<file path="src/hdl/vd7_pkg.sv">
// shared types and constants for the 7-bit group varint decoder
// no dependencies; used by the channel interfaces, the core and its checker
`timescale 1ns / 1ps
`default_nettype none

package vd7_pkg;

    localparam int unsigned BYTE_W  = 8;
    localparam int unsigned VALUE_W = 32;
    localparam int unsigned ACC_W   = 28;
    localparam int unsigned CNT_W   = 3;

    // groups taken before the fifth, top-nibble byte
    localparam logic [CNT_W-1:0] MAX_GROUPS = 3'd4;

    localparam logic [BYTE_W-1:0] CONT_MASK = 8'h80;
    localparam logic [BYTE_W-1:0] SIGN_MASK = 8'h40;
    localparam logic [BYTE_W-1:0] LOW6_MASK = 8'h3F;
    localparam logic [BYTE_W-1:0] LOW7_MASK = 8'h7F;
    localparam logic [BYTE_W-1:0] OVF_MASK  = 8'hF0;

    typedef enum logic [1:0] {
        ST_OK  = 2'd0,
        ST_END = 2'd1,
        ST_OVF = 2'd2
    } t_status;

endpackage

`default_nettype wire

</file>
<file path="src/hdl/vd7_if.sv">
// valid/ready channel interfaces: encoded byte in, decoded integer out
// depends on vd7_pkg for widths and the status type
`timescale 1ns / 1ps
`default_nettype none

interface vd7_in_if;
    logic                          valid;
    logic                          ready;
    logic [vd7_pkg::BYTE_W-1:0]    data_byte;
    logic                          stream_end;
    logic                          signed_mode;

    modport source (output valid, output data_byte, output stream_end,
                    output signed_mode, input ready);
    modport sink   (input valid, input data_byte, input stream_end,
                    input signed_mode, output ready);
endinterface

interface vd7_out_if;
    logic                                valid;
    logic                                ready;
    logic signed [vd7_pkg::VALUE_W-1:0]  value;
    vd7_pkg::t_status                    status;

    modport source (output valid, output value, output status, input ready);
    modport sink   (input valid, input value, input status, output ready);
endinterface

`default_nettype wire

</file>
<file path="src/hdl/varint_7bit_decoder_core.sv">
// varint decoder core: input register, group merge logic, result register
// depends on vd7_pkg and the channel interfaces in vd7_if.sv
`timescale 1ns / 1ps
`default_nettype none

// Decodes a little-endian 7-bit group varint into a 32-bit integer, one byte
// per beat. A byte with bit 7 clear ends the integer; a fifth byte supplies bits
// 28..31 and reports overflow if its top nibble is nonzero. With signed_mode set,
// an ending byte among the first four with bit 6 set merges only its low 6 bits
// and the result is inverted. stream_end yields value 0 with status 1 at once.
// Continuation bytes give no result. One byte is accepted every cycle while the
// result side keeps up; a result passes the input register, then the result
// register, and holds there until taken. While a result waits unaccepted, a byte
// in the input register holds, and the input stalls once that register is full.
// Rate is set by the single merge stage that updates the accumulator once per byte.
module varint_7bit_decoder_core (
    input  wire          i_clk,
    input  wire          i_rst_n,
    vd7_in_if.sink       i_in,
    vd7_out_if.source    o_res
);

    logic                           r_s1_valid;
    logic [vd7_pkg::BYTE_W-1:0]     r_s1_byte;
    logic                           r_s1_end;
    logic                           r_s1_sgn;

    logic [vd7_pkg::ACC_W-1:0]      r_acc;
    logic [vd7_pkg::CNT_W-1:0]      r_cnt;
    logic [vd7_pkg::ACC_W-1:0]      n_acc;
    logic [vd7_pkg::CNT_W-1:0]      n_cnt;

    logic                           r_out_valid;
    logic [vd7_pkg::VALUE_W-1:0]    r_out_value;
    vd7_pkg::t_status               r_out_status;
    logic                           n_emit;
    logic [vd7_pkg::VALUE_W-1:0]    n_value;
    vd7_pkg::t_status               n_status;

    logic                           s1_go;
    logic [vd7_pkg::ACC_W-1:0]      grp7;
    logic [vd7_pkg::ACC_W-1:0]      grp6;
    logic [6:0]                     b7;
    logic [6:0]                     b6;

    assign s1_go      = r_s1_valid && (!r_out_valid || o_res.ready);
    assign i_in.ready = !r_s1_valid || s1_go;

    assign o_res.valid  = r_out_valid;
    assign o_res.value  = r_out_value;
    assign o_res.status = r_out_status;

    assign b7 = r_s1_byte[6:0] & vd7_pkg::LOW7_MASK[6:0];
    assign b6 = r_s1_byte[6:0] & vd7_pkg::LOW6_MASK[6:0];

    // place the byte's group at the current group position
    always_comb begin
        case (r_cnt)
            3'd0: begin
                grp7 = {21'd0, b7};
                grp6 = {21'd0, b6};
            end
            3'd1: begin
                grp7 = {14'd0, b7, 7'd0};
                grp6 = {14'd0, b6, 7'd0};
            end
            3'd2: begin
                grp7 = {7'd0, b7, 14'd0};
                grp6 = {7'd0, b6, 14'd0};
            end
            3'd3: begin
                grp7 = {b7, 21'd0};
                grp6 = {b6, 21'd0};
            end
            default: begin
                grp7 = '0;
                grp6 = '0;
            end
        endcase
    end

    always_comb begin
        n_acc    = r_acc;
        n_cnt    = r_cnt;
        n_emit   = 1'b0;
        n_value  = '0;
        n_status = vd7_pkg::ST_OK;
        if (r_s1_end) begin
            n_emit   = 1'b1;
            n_status = vd7_pkg::ST_END;
        end else if (r_cnt >= vd7_pkg::MAX_GROUPS) begin
            n_emit = 1'b1;
            if ((r_s1_byte & vd7_pkg::OVF_MASK) != '0) begin
                n_status = vd7_pkg::ST_OVF;
            end else begin
                n_value = {r_s1_byte[3:0], r_acc};
            end
        end else if ((r_s1_byte & vd7_pkg::CONT_MASK) == '0) begin
            n_emit = 1'b1;
            if (r_s1_sgn && ((r_s1_byte & vd7_pkg::SIGN_MASK) != '0)) begin
                n_value = ~{4'd0, r_acc | grp6};
            end else begin
                n_value = {4'd0, r_acc | grp7};
            end
        end else begin
            n_acc = r_acc | grp7;
            n_cnt = r_cnt + 3'd1;
        end
        // any result returns the decoder to its idle state
        if (n_emit) begin
            n_acc = '0;
            n_cnt = '0;
        end
    end

    always_ff @(posedge i_clk) begin
        if (!i_rst_n) begin
            r_s1_valid <= 1'b0;
        end else if (i_in.ready) begin
            r_s1_valid <= i_in.valid;
        end
    end

    always_ff @(posedge i_clk) begin
        if (i_in.ready && i_in.valid) begin
            r_s1_byte <= i_in.data_byte;
            r_s1_end  <= i_in.stream_end;
            r_s1_sgn  <= i_in.signed_mode;
        end
    end

    always_ff @(posedge i_clk) begin
        if (!i_rst_n) begin
            r_acc <= '0;
            r_cnt <= '0;
        end else if (s1_go) begin
            r_acc <= n_acc;
            r_cnt <= n_cnt;
        end
    end

    always_ff @(posedge i_clk) begin
        if (!i_rst_n) begin
            r_out_valid <= 1'b0;
        end else if (s1_go && n_emit) begin
            r_out_valid <= 1'b1;
        end else if (o_res.ready) begin
            r_out_valid <= 1'b0;
        end
    end

    always_ff @(posedge i_clk) begin
        if (!i_rst_n) begin
            r_out_status <= vd7_pkg::ST_OK;
        end else if (s1_go && n_emit) begin
            r_out_status <= n_status;
        end
    end

    always_ff @(posedge i_clk) begin
        if (s1_go && n_emit) begin
            r_out_value <= n_value;
        end
    end

endmodule

`default_nettype wire

</file>
<file path="src/flat_wrapper.sv">
// flat-port wrapper written by rule: the top's interface ports become plain ports
module varint_7bit_decoder_core_flat 
  (i_clk, i_rst_n, i_in_valid, i_in_data_byte, i_in_stream_end, i_in_signed_mode, i_in_ready, o_res_valid, o_res_value, o_res_status, o_res_ready);
  vd7_in_if i_in_i ();
  vd7_out_if o_res_i ();
  input  wire i_clk;
  input  wire i_rst_n;
  input wire logic [$bits(i_in_i.valid)-1:0] i_in_valid;
  input wire logic [$bits(i_in_i.data_byte)-1:0] i_in_data_byte;
  input wire logic [$bits(i_in_i.stream_end)-1:0] i_in_stream_end;
  input wire logic [$bits(i_in_i.signed_mode)-1:0] i_in_signed_mode;
  output wire logic [$bits(i_in_i.ready)-1:0] i_in_ready;
  output wire logic [$bits(o_res_i.valid)-1:0] o_res_valid;
  output wire logic [$bits(o_res_i.value)-1:0] o_res_value;
  output wire logic [$bits(o_res_i.status)-1:0] o_res_status;
  input wire logic [$bits(o_res_i.ready)-1:0] o_res_ready;
  assign i_in_i.valid = i_in_valid;
  assign i_in_i.data_byte = i_in_data_byte;
  assign i_in_i.stream_end = i_in_stream_end;
  assign i_in_i.signed_mode = i_in_signed_mode;
  assign i_in_ready = i_in_i.ready;
  assign o_res_valid = o_res_i.valid;
  assign o_res_value = o_res_i.value;
  assign o_res_status = o_res_i.status;
  assign o_res_i.ready = o_res_ready;
  varint_7bit_decoder_core u_core (.i_clk(i_clk), .i_rst_n(i_rst_n), .i_in(i_in_i), .o_res(o_res_i));
endmodule
</file>
<file path="config.mk">
export PLATFORM = sky130hd
export DESIGN_NAME = varint_7bit_decoder_core_flat
export DESIGN_NICKNAME = d
export VERILOG_FILES = /design/src/hdl/vd7_pkg.sv /design/src/hdl/vd7_if.sv /design/src/hdl/varint_7bit_decoder_core.sv /design/src/flat_wrapper.sv
export SDC_FILE = /design/constraint.sdc
export NUM_CORES = 1
export LEC_CHECK = 0
export BUFFER_PORTS_ARGS = -buffer_cell sky130_fd_sc_hd__buf_2
export CAP_MARGIN = 20
export CORE_MARGIN = 5
export CORE_UTILIZATION = 59
export CTS_BUF_LIST = sky130_fd_sc_hd__clkbuf_2
export CTS_CLUSTER_DIAMETER = 30
export DETAILED_ROUTE_END_ITERATION = 7
export PLACE_DENSITY_LB_ADDON = 0.1
export SLEW_MARGIN = 20
export SYNTH_ARGS = -nofsm -noshare
export SYNTH_HDL_FRONTEND = slang
export SYNTH_SLANG_ARGS = --single-unit
</file>
<file path="constraint.sdc">
create_clock -name i_clk -period 1.9 [get_ports i_clk]
set_input_delay 0.285 -clock i_clk [delete_from_list [all_inputs] [get_ports i_clk]]
set_output_delay 0.285 -clock i_clk [all_outputs]
set_load 0.01 [all_outputs]
</file>
Yosys cells after proc, flatten, opt, wreduce, memory -nomap -nowiden
Index checks and enable logic that the tools add are counted.
{"block": "classes", "n_addsub": 1, "order_cmp": 1, "n_eq_ne": 6, "mux": 22, "bitwise": 3, "reduce_logical": 13}
{"operator": "2-to-1 mux 32 bit", "n": 4}
{"operator": "2-to-1 mux 28 bit", "n": 4}
{"operator": "case mux 28 bit (4 select lines)", "n": 1}
{"operator": "case mux 27 bit (4 select lines)", "n": 1}
{"operator": "NOT 28 -> 32 bit", "n": 1}
{"operator": "bitwise OR 28 x 27 -> 28 bit", "n": 1}
{"operator": "bitwise OR 28 bit", "n": 1}
{"operator": "2-to-1 mux 3 bit", "n": 4}
{"operator": "logical NOT 8 bit", "n": 1}
{"operator": "nonzero test 8 bit", "n": 1}
{"operator": "== test 3 x 2 -> 1 bit (second input constant)", "n": 2}
{"operator": "2-to-1 mux 2 bit", "n": 3}
{"operator": "2-to-1 mux 1 bit", "n": 5}
{"operator": "logical AND 1 bit", "n": 4}
{"operator": "!= test 2 x 1 -> 1 bit (second input constant)", "n": 2}
{"operator": "AND reduction 4 bit", "n": 1}
{"operator": "adder 3 x 1 -> 3 bit (second input constant)", "n": 1}
{"operator": "== test 3 x 1 -> 1 bit (second input constant)", "n": 1}
{"operator": ">= comparator 3 bit (second input constant)", "n": 1}
{"operator": "logical NOT 3 bit", "n": 1}
{"operator": "logical NOT 1 bit", "n": 2}
{"operator": "logical OR 1 bit", "n": 2}
{"operator": "!= test 2 bit (second input constant)", "n": 1}
{"operator": "nonzero test 2 bit", "n": 1}
{"block": "word_totals", "reg_bits": 77, "in_bits": 14, "word_cells": 55}

Logic depth before layout (Yosys ltp)
{"block": "logic_depth", "ltp_word": 7, "depth_mapped": 8}

Worst setup path after synthesis
OpenSTA, ideal clock, no wires.
{"block": "synth_path", "path_kind": "register -> register", "from": "register u_core.r_s1_byte[7] in the netlist's numbering", "to": "register u_core.r_out_value, in the netlist u_core.o_res.value[0] (enable)", "setup_ps": 387, "arrival_time_ps": 1361, "t_required_ps": 1513, "setup_slack_ps": 152, "path_stages_with_launch": 5, "path_buffers": 1, "synth_period_minus_slack_ps": 1748, "cell_sequence": "edfxtp_1 -> buf_2 -> inv_2 -> o311ai_4 -> inv_1"}
{"block": "synth_between", "elab_chain_cells": 5}
{"item": "start, declared", "line": "varint_7bit_decoder_core.sv:24", "source": "logic [vd7_pkg::BYTE_W-1:0] r_s1_byte;"}
{"item": "start signal, assigned", "line": "varint_7bit_decoder_core.sv:126", "source": "r_s1_byte <= i_in.data_byte;"}
{"item": "logical NOT 8 bit", "line": "varint_7bit_decoder_core.sv:98", "source": "end else if ((r_s1_byte & vd7_pkg::CONT_MASK) == '0) begin"}
{"item": "2-to-1 mux 1 bit", "line": "varint_7bit_decoder_core.sv:98"}
{"item": "2-to-1 mux 1 bit", "line": "varint_7bit_decoder_core.sv:91", "source": "end else if (r_cnt >= vd7_pkg::MAX_GROUPS) begin"}
{"item": "2-to-1 mux 1 bit", "line": "varint_7bit_decoder_core.sv:88", "source": "if (r_s1_end) begin"}
{"item": "logical AND 1 bit", "line": "varint_7bit_decoder_core.sv:161", "source": "if (s1_go && n_emit) begin"}
{"item": "end signal, assigned", "line": "varint_7bit_decoder_core.sv:162", "source": "r_out_value <= n_value;"}
{"item": "end, declared", "line": "varint_7bit_decoder_core.sv:34", "source": "logic [vd7_pkg::VALUE_W-1:0] r_out_value;"}
Every way passes these cells.
A chain may end at the register's enable or synchronous reset.

Worst setup path after layout
{"block": "layout_path", "from": "register u_core.r_s1_byte[6] in the netlist's numbering", "to": "register u_core.r_out_value, in the netlist u_core.o_res.value[3] (data pin)"}
{"block": "layout_between", "elab_chain_cells": 4}
{"item": "logical AND 1 bit", "line": "varint_7bit_decoder_core.sv:100", "source": "if (r_s1_sgn && ((r_s1_byte & vd7_pkg::SIGN_MASK) != '0)) begin"}
{"item": "2-to-1 mux 32 bit", "line": "varint_7bit_decoder_core.sv:100"}
{"item": "2-to-1 mux 32 bit", "line": "varint_7bit_decoder_core.sv:98"}
{"item": "2-to-1 mux 32 bit *", "line": "varint_7bit_decoder_core.sv:91"}
Mark *: on every way between the ends. The rest lies on a longest branch, timed or not.

==> results.tsv <==
metric	value	unit
Final Wtd Congestion	0.8380	
min Tclk post-route	1.797	ns
largest net degree at the start of global routing	34	
yosys synthesis warning count	0	
grt ovf	0	
final hold violations	0	
H-tree depth	3	
synthesized cell area	3527	µm²
Die Area	7625	µm²
worst setup path start	u_core.r_s1_byte[6]	
CTS Sinks	77	
Final period util	0.9455	
Fmax	556.6	MHz
CTS tree	built	
Switch Pwr	825.9	µW
Max-Cap Viols	0	
Clock transition at path regs	0.20	ns
critical path startpoint category	register	
fraction of layout cells with a size suffix above 1	0.2687	
via/cell ratio	5.612	
dpl hpwl	5.268	mm
Pwr Density	811.7	nW/µm²
sequential share of power	0.550	
start of the worst register-to-register path	u_core.r_s1_byte[6]	
Setup Viol. Count Final	0	
data arrival time of the worst path	2.13	ns
Die X	87.32	µm
total wire length	7.942	mm
Worst EP required	2.23	ns
Unique masters post-synth	41	
Setup TNS	0	ns
switching share of power	0.2444	
clock power share	0.327	
Vias	2677	
skew final	0.02493	ns
FF-to-FF End	u_core.o_res.value[3]	
Post-Synthesis Cells	327	
Worst Path Max Fanout	17	
RSZ-0062 raised after global routing	no	
hold slack	0.08586	ns
EDFF count, synth	42	
Post-DP Area	3892	µm²
crit end category	register	
leakage power	0.001695	µW
synthesis-stage register bit count	77	
post-CTS setup buffers	0	
Synth async-reset ratio	0	
commonest non-fill, non-tap cell in the layout	nor2_1	
DRC errors left	0	
io pins	50	
Die Span Y	87.32	µm
overall routing resource usage	0.2230	
initial antenna violation count	0	
syn_nets	346	
vias in the first global route	2501	
Hold Crit Class	in2reg	
outcome	finished, final reports clean	
critical path type	reg2reg	
drt pass-1 iters	5	
core box area	5851	µm²
worst skew pair latency	0.50	ns
number of antenna cells inserted	0	
Setup WS post-layout	0.1035	ns
fin nets	416	
Int Power	2554	µW
Max IR drop VDD	0.0005432	V
average routed wire per standard cell	16.65	µm
Post-DRT Antenna Nets	0	
placed cells	449	
R2R Setup Slk	0.10	ns
initial core utilization	0.6029	
most frequent cells in the layout	nor2_1, buf_2, edfxtp_1, dfxtp_1, a21oi_1	
top_reg_cell synth	edfxtp_1	
Initial DRC Count	232	
Worst Tran Pin Value	0.5108	ns
fill cell count	415	
R2R depth	4	
Gate power share	0.123	
root buf cell	clkbuf_2	
Slew Limit Fails	0	
Syn-to-layout area delta	18.06	%
slew margin rel.	0.6595	
first-pass GRT wire length	12.92	mm
post-synthesis sequential area ratio	0.5562	
synthesized area per cell	10.79	µm²
CTS Buf Count	9	
Rows	28	
dpl ws	0.1786	ns
PortBufs	49	
fin area	4164	µm²
CP Capture Point	u_core.o_res.value[3]	
post-route non-filler standard cell count	477	
CTS Buffer Depth	2	
power groups by stage:
stage | logic [µW] | registers, µW | clock network, µW
after CTS | 413 | 1860 | 1120
after floorplan | 254 | 1900 | 0
final | 416 | 1860 | 1100
after detailed placement | 394 | 1900 | 0
after global placement | 389 | 1890 | 0
after global routing | 453 | 1870 | 1220
layer usage:
layer | vias to the layer above | GRT usage | wire length (µm)
met3 | 14 | 0.03690 | 566
met1 | 1242 | 0.3246 | 3606
met2 | 105 | 0.3267 | 3601
li1 | 1316 | - | -
met4 | 0 | 0.09902 | 167
met5 | - | 0 | 0
cells in the mapped netlist, types with 10 or more instances:
master,instances,area (µm²)
o21ai_0,17,85.08
buf_2,10,50.05
nand2_1,16,60.06
dfxtp_1,35,700.7
nor2b_1,13,81.33
a21oi_1,25,125.1
nor2_1,51,191.4
o22ai_2,10,125.1
a21o_1,20,150.1
edfxtp_1,42,1261
a31oi_1,10,62.56
flip-flops by register name (all words and copies together), names as in the netlist:
signal / count
u_core.r_acc: 28
u_core.o_res.status: 2
u_core.r_s1_byte: 8
u_core.r_s1_end: 1
u_core.o_res.value: 32
u_core.o_res.valid: 1
u_core.r_cnt: 3
u_core.r_s1_sgn: 1
u_core.r_s1_valid: 1
critical path: stages (launching register included):
cell and delay [ns]:
edfxtp_1 0.53, and2_4 0.26, o32ai_4 0.31, nand2b_4 0.26
o22ai_1 0.25
repair_timing:
action / 4_1_cts / 5_1_grt
setup endpoints to repair: 0 / 0
hold endpoints to repair: 11 / 1
hold buffers: 11 / 1
resized for setup: 0 / 0
how the worst min path moves through the flow:
stage | start | to | cells after the start | slack, ns
final | o_res_ready | u_core.r_s1_valid | 3 | 0.09
after global routing | o_res_ready | u_core.r_s1_valid | 3 | 0.06
after CTS | i_rst_n | u_core.r_s1_valid | 2 | 0.01
after detailed placement | i_in_data_byte[3] | u_core.r_s1_byte[3] | 1 | 0.46
after global placement | u_core.o_res.status[1] | u_core.o_res.status[1] | 2 | 0.46
after floorplan | i_in_data_byte[0] | u_core.r_s1_byte[0] | 0 | 0.38
logic make-up (layout without fill, tap and decap cells):
logic type                 after synthesis  after routing  share of synthesized area
buffers and inverters                   29            104                    0.04718
and+or+nand+nor                        100            100                     0.1376
DFF                                     77             77                     0.5562
xor gates and xnor gates                 7              7                    0.01738
adders and majority gates                5              5                    0.01774
AOI/OAI and AO/OA                      109            109                     0.2238
metrics by stage:
| stage | total power, µW | util |
|---|---|---|
| floorplan | 2158 | - |
| global placement | 2283 | 0.6653 |
| detailed placement | 2289 | 0.6653 |
| CTS | 3397 | 0.7100 |
| global route | 3538 | 0.7117 |
| finish | 3380 | 0.7117 |
cell type report:
class,count,area [µm²],share of cell area
inverters,6,22.52,0.005409
flip-flops and latches,77,1962,0.4712
well taps,75,93.84,0.02254
multi-input cells,221,1399,0.3359
clock buffers,10,50.05,0.01202
clock inverters,6,101.3,0.02434
repair buffers,82,535.5,0.1286
Power figures use the tool's default switching activity.
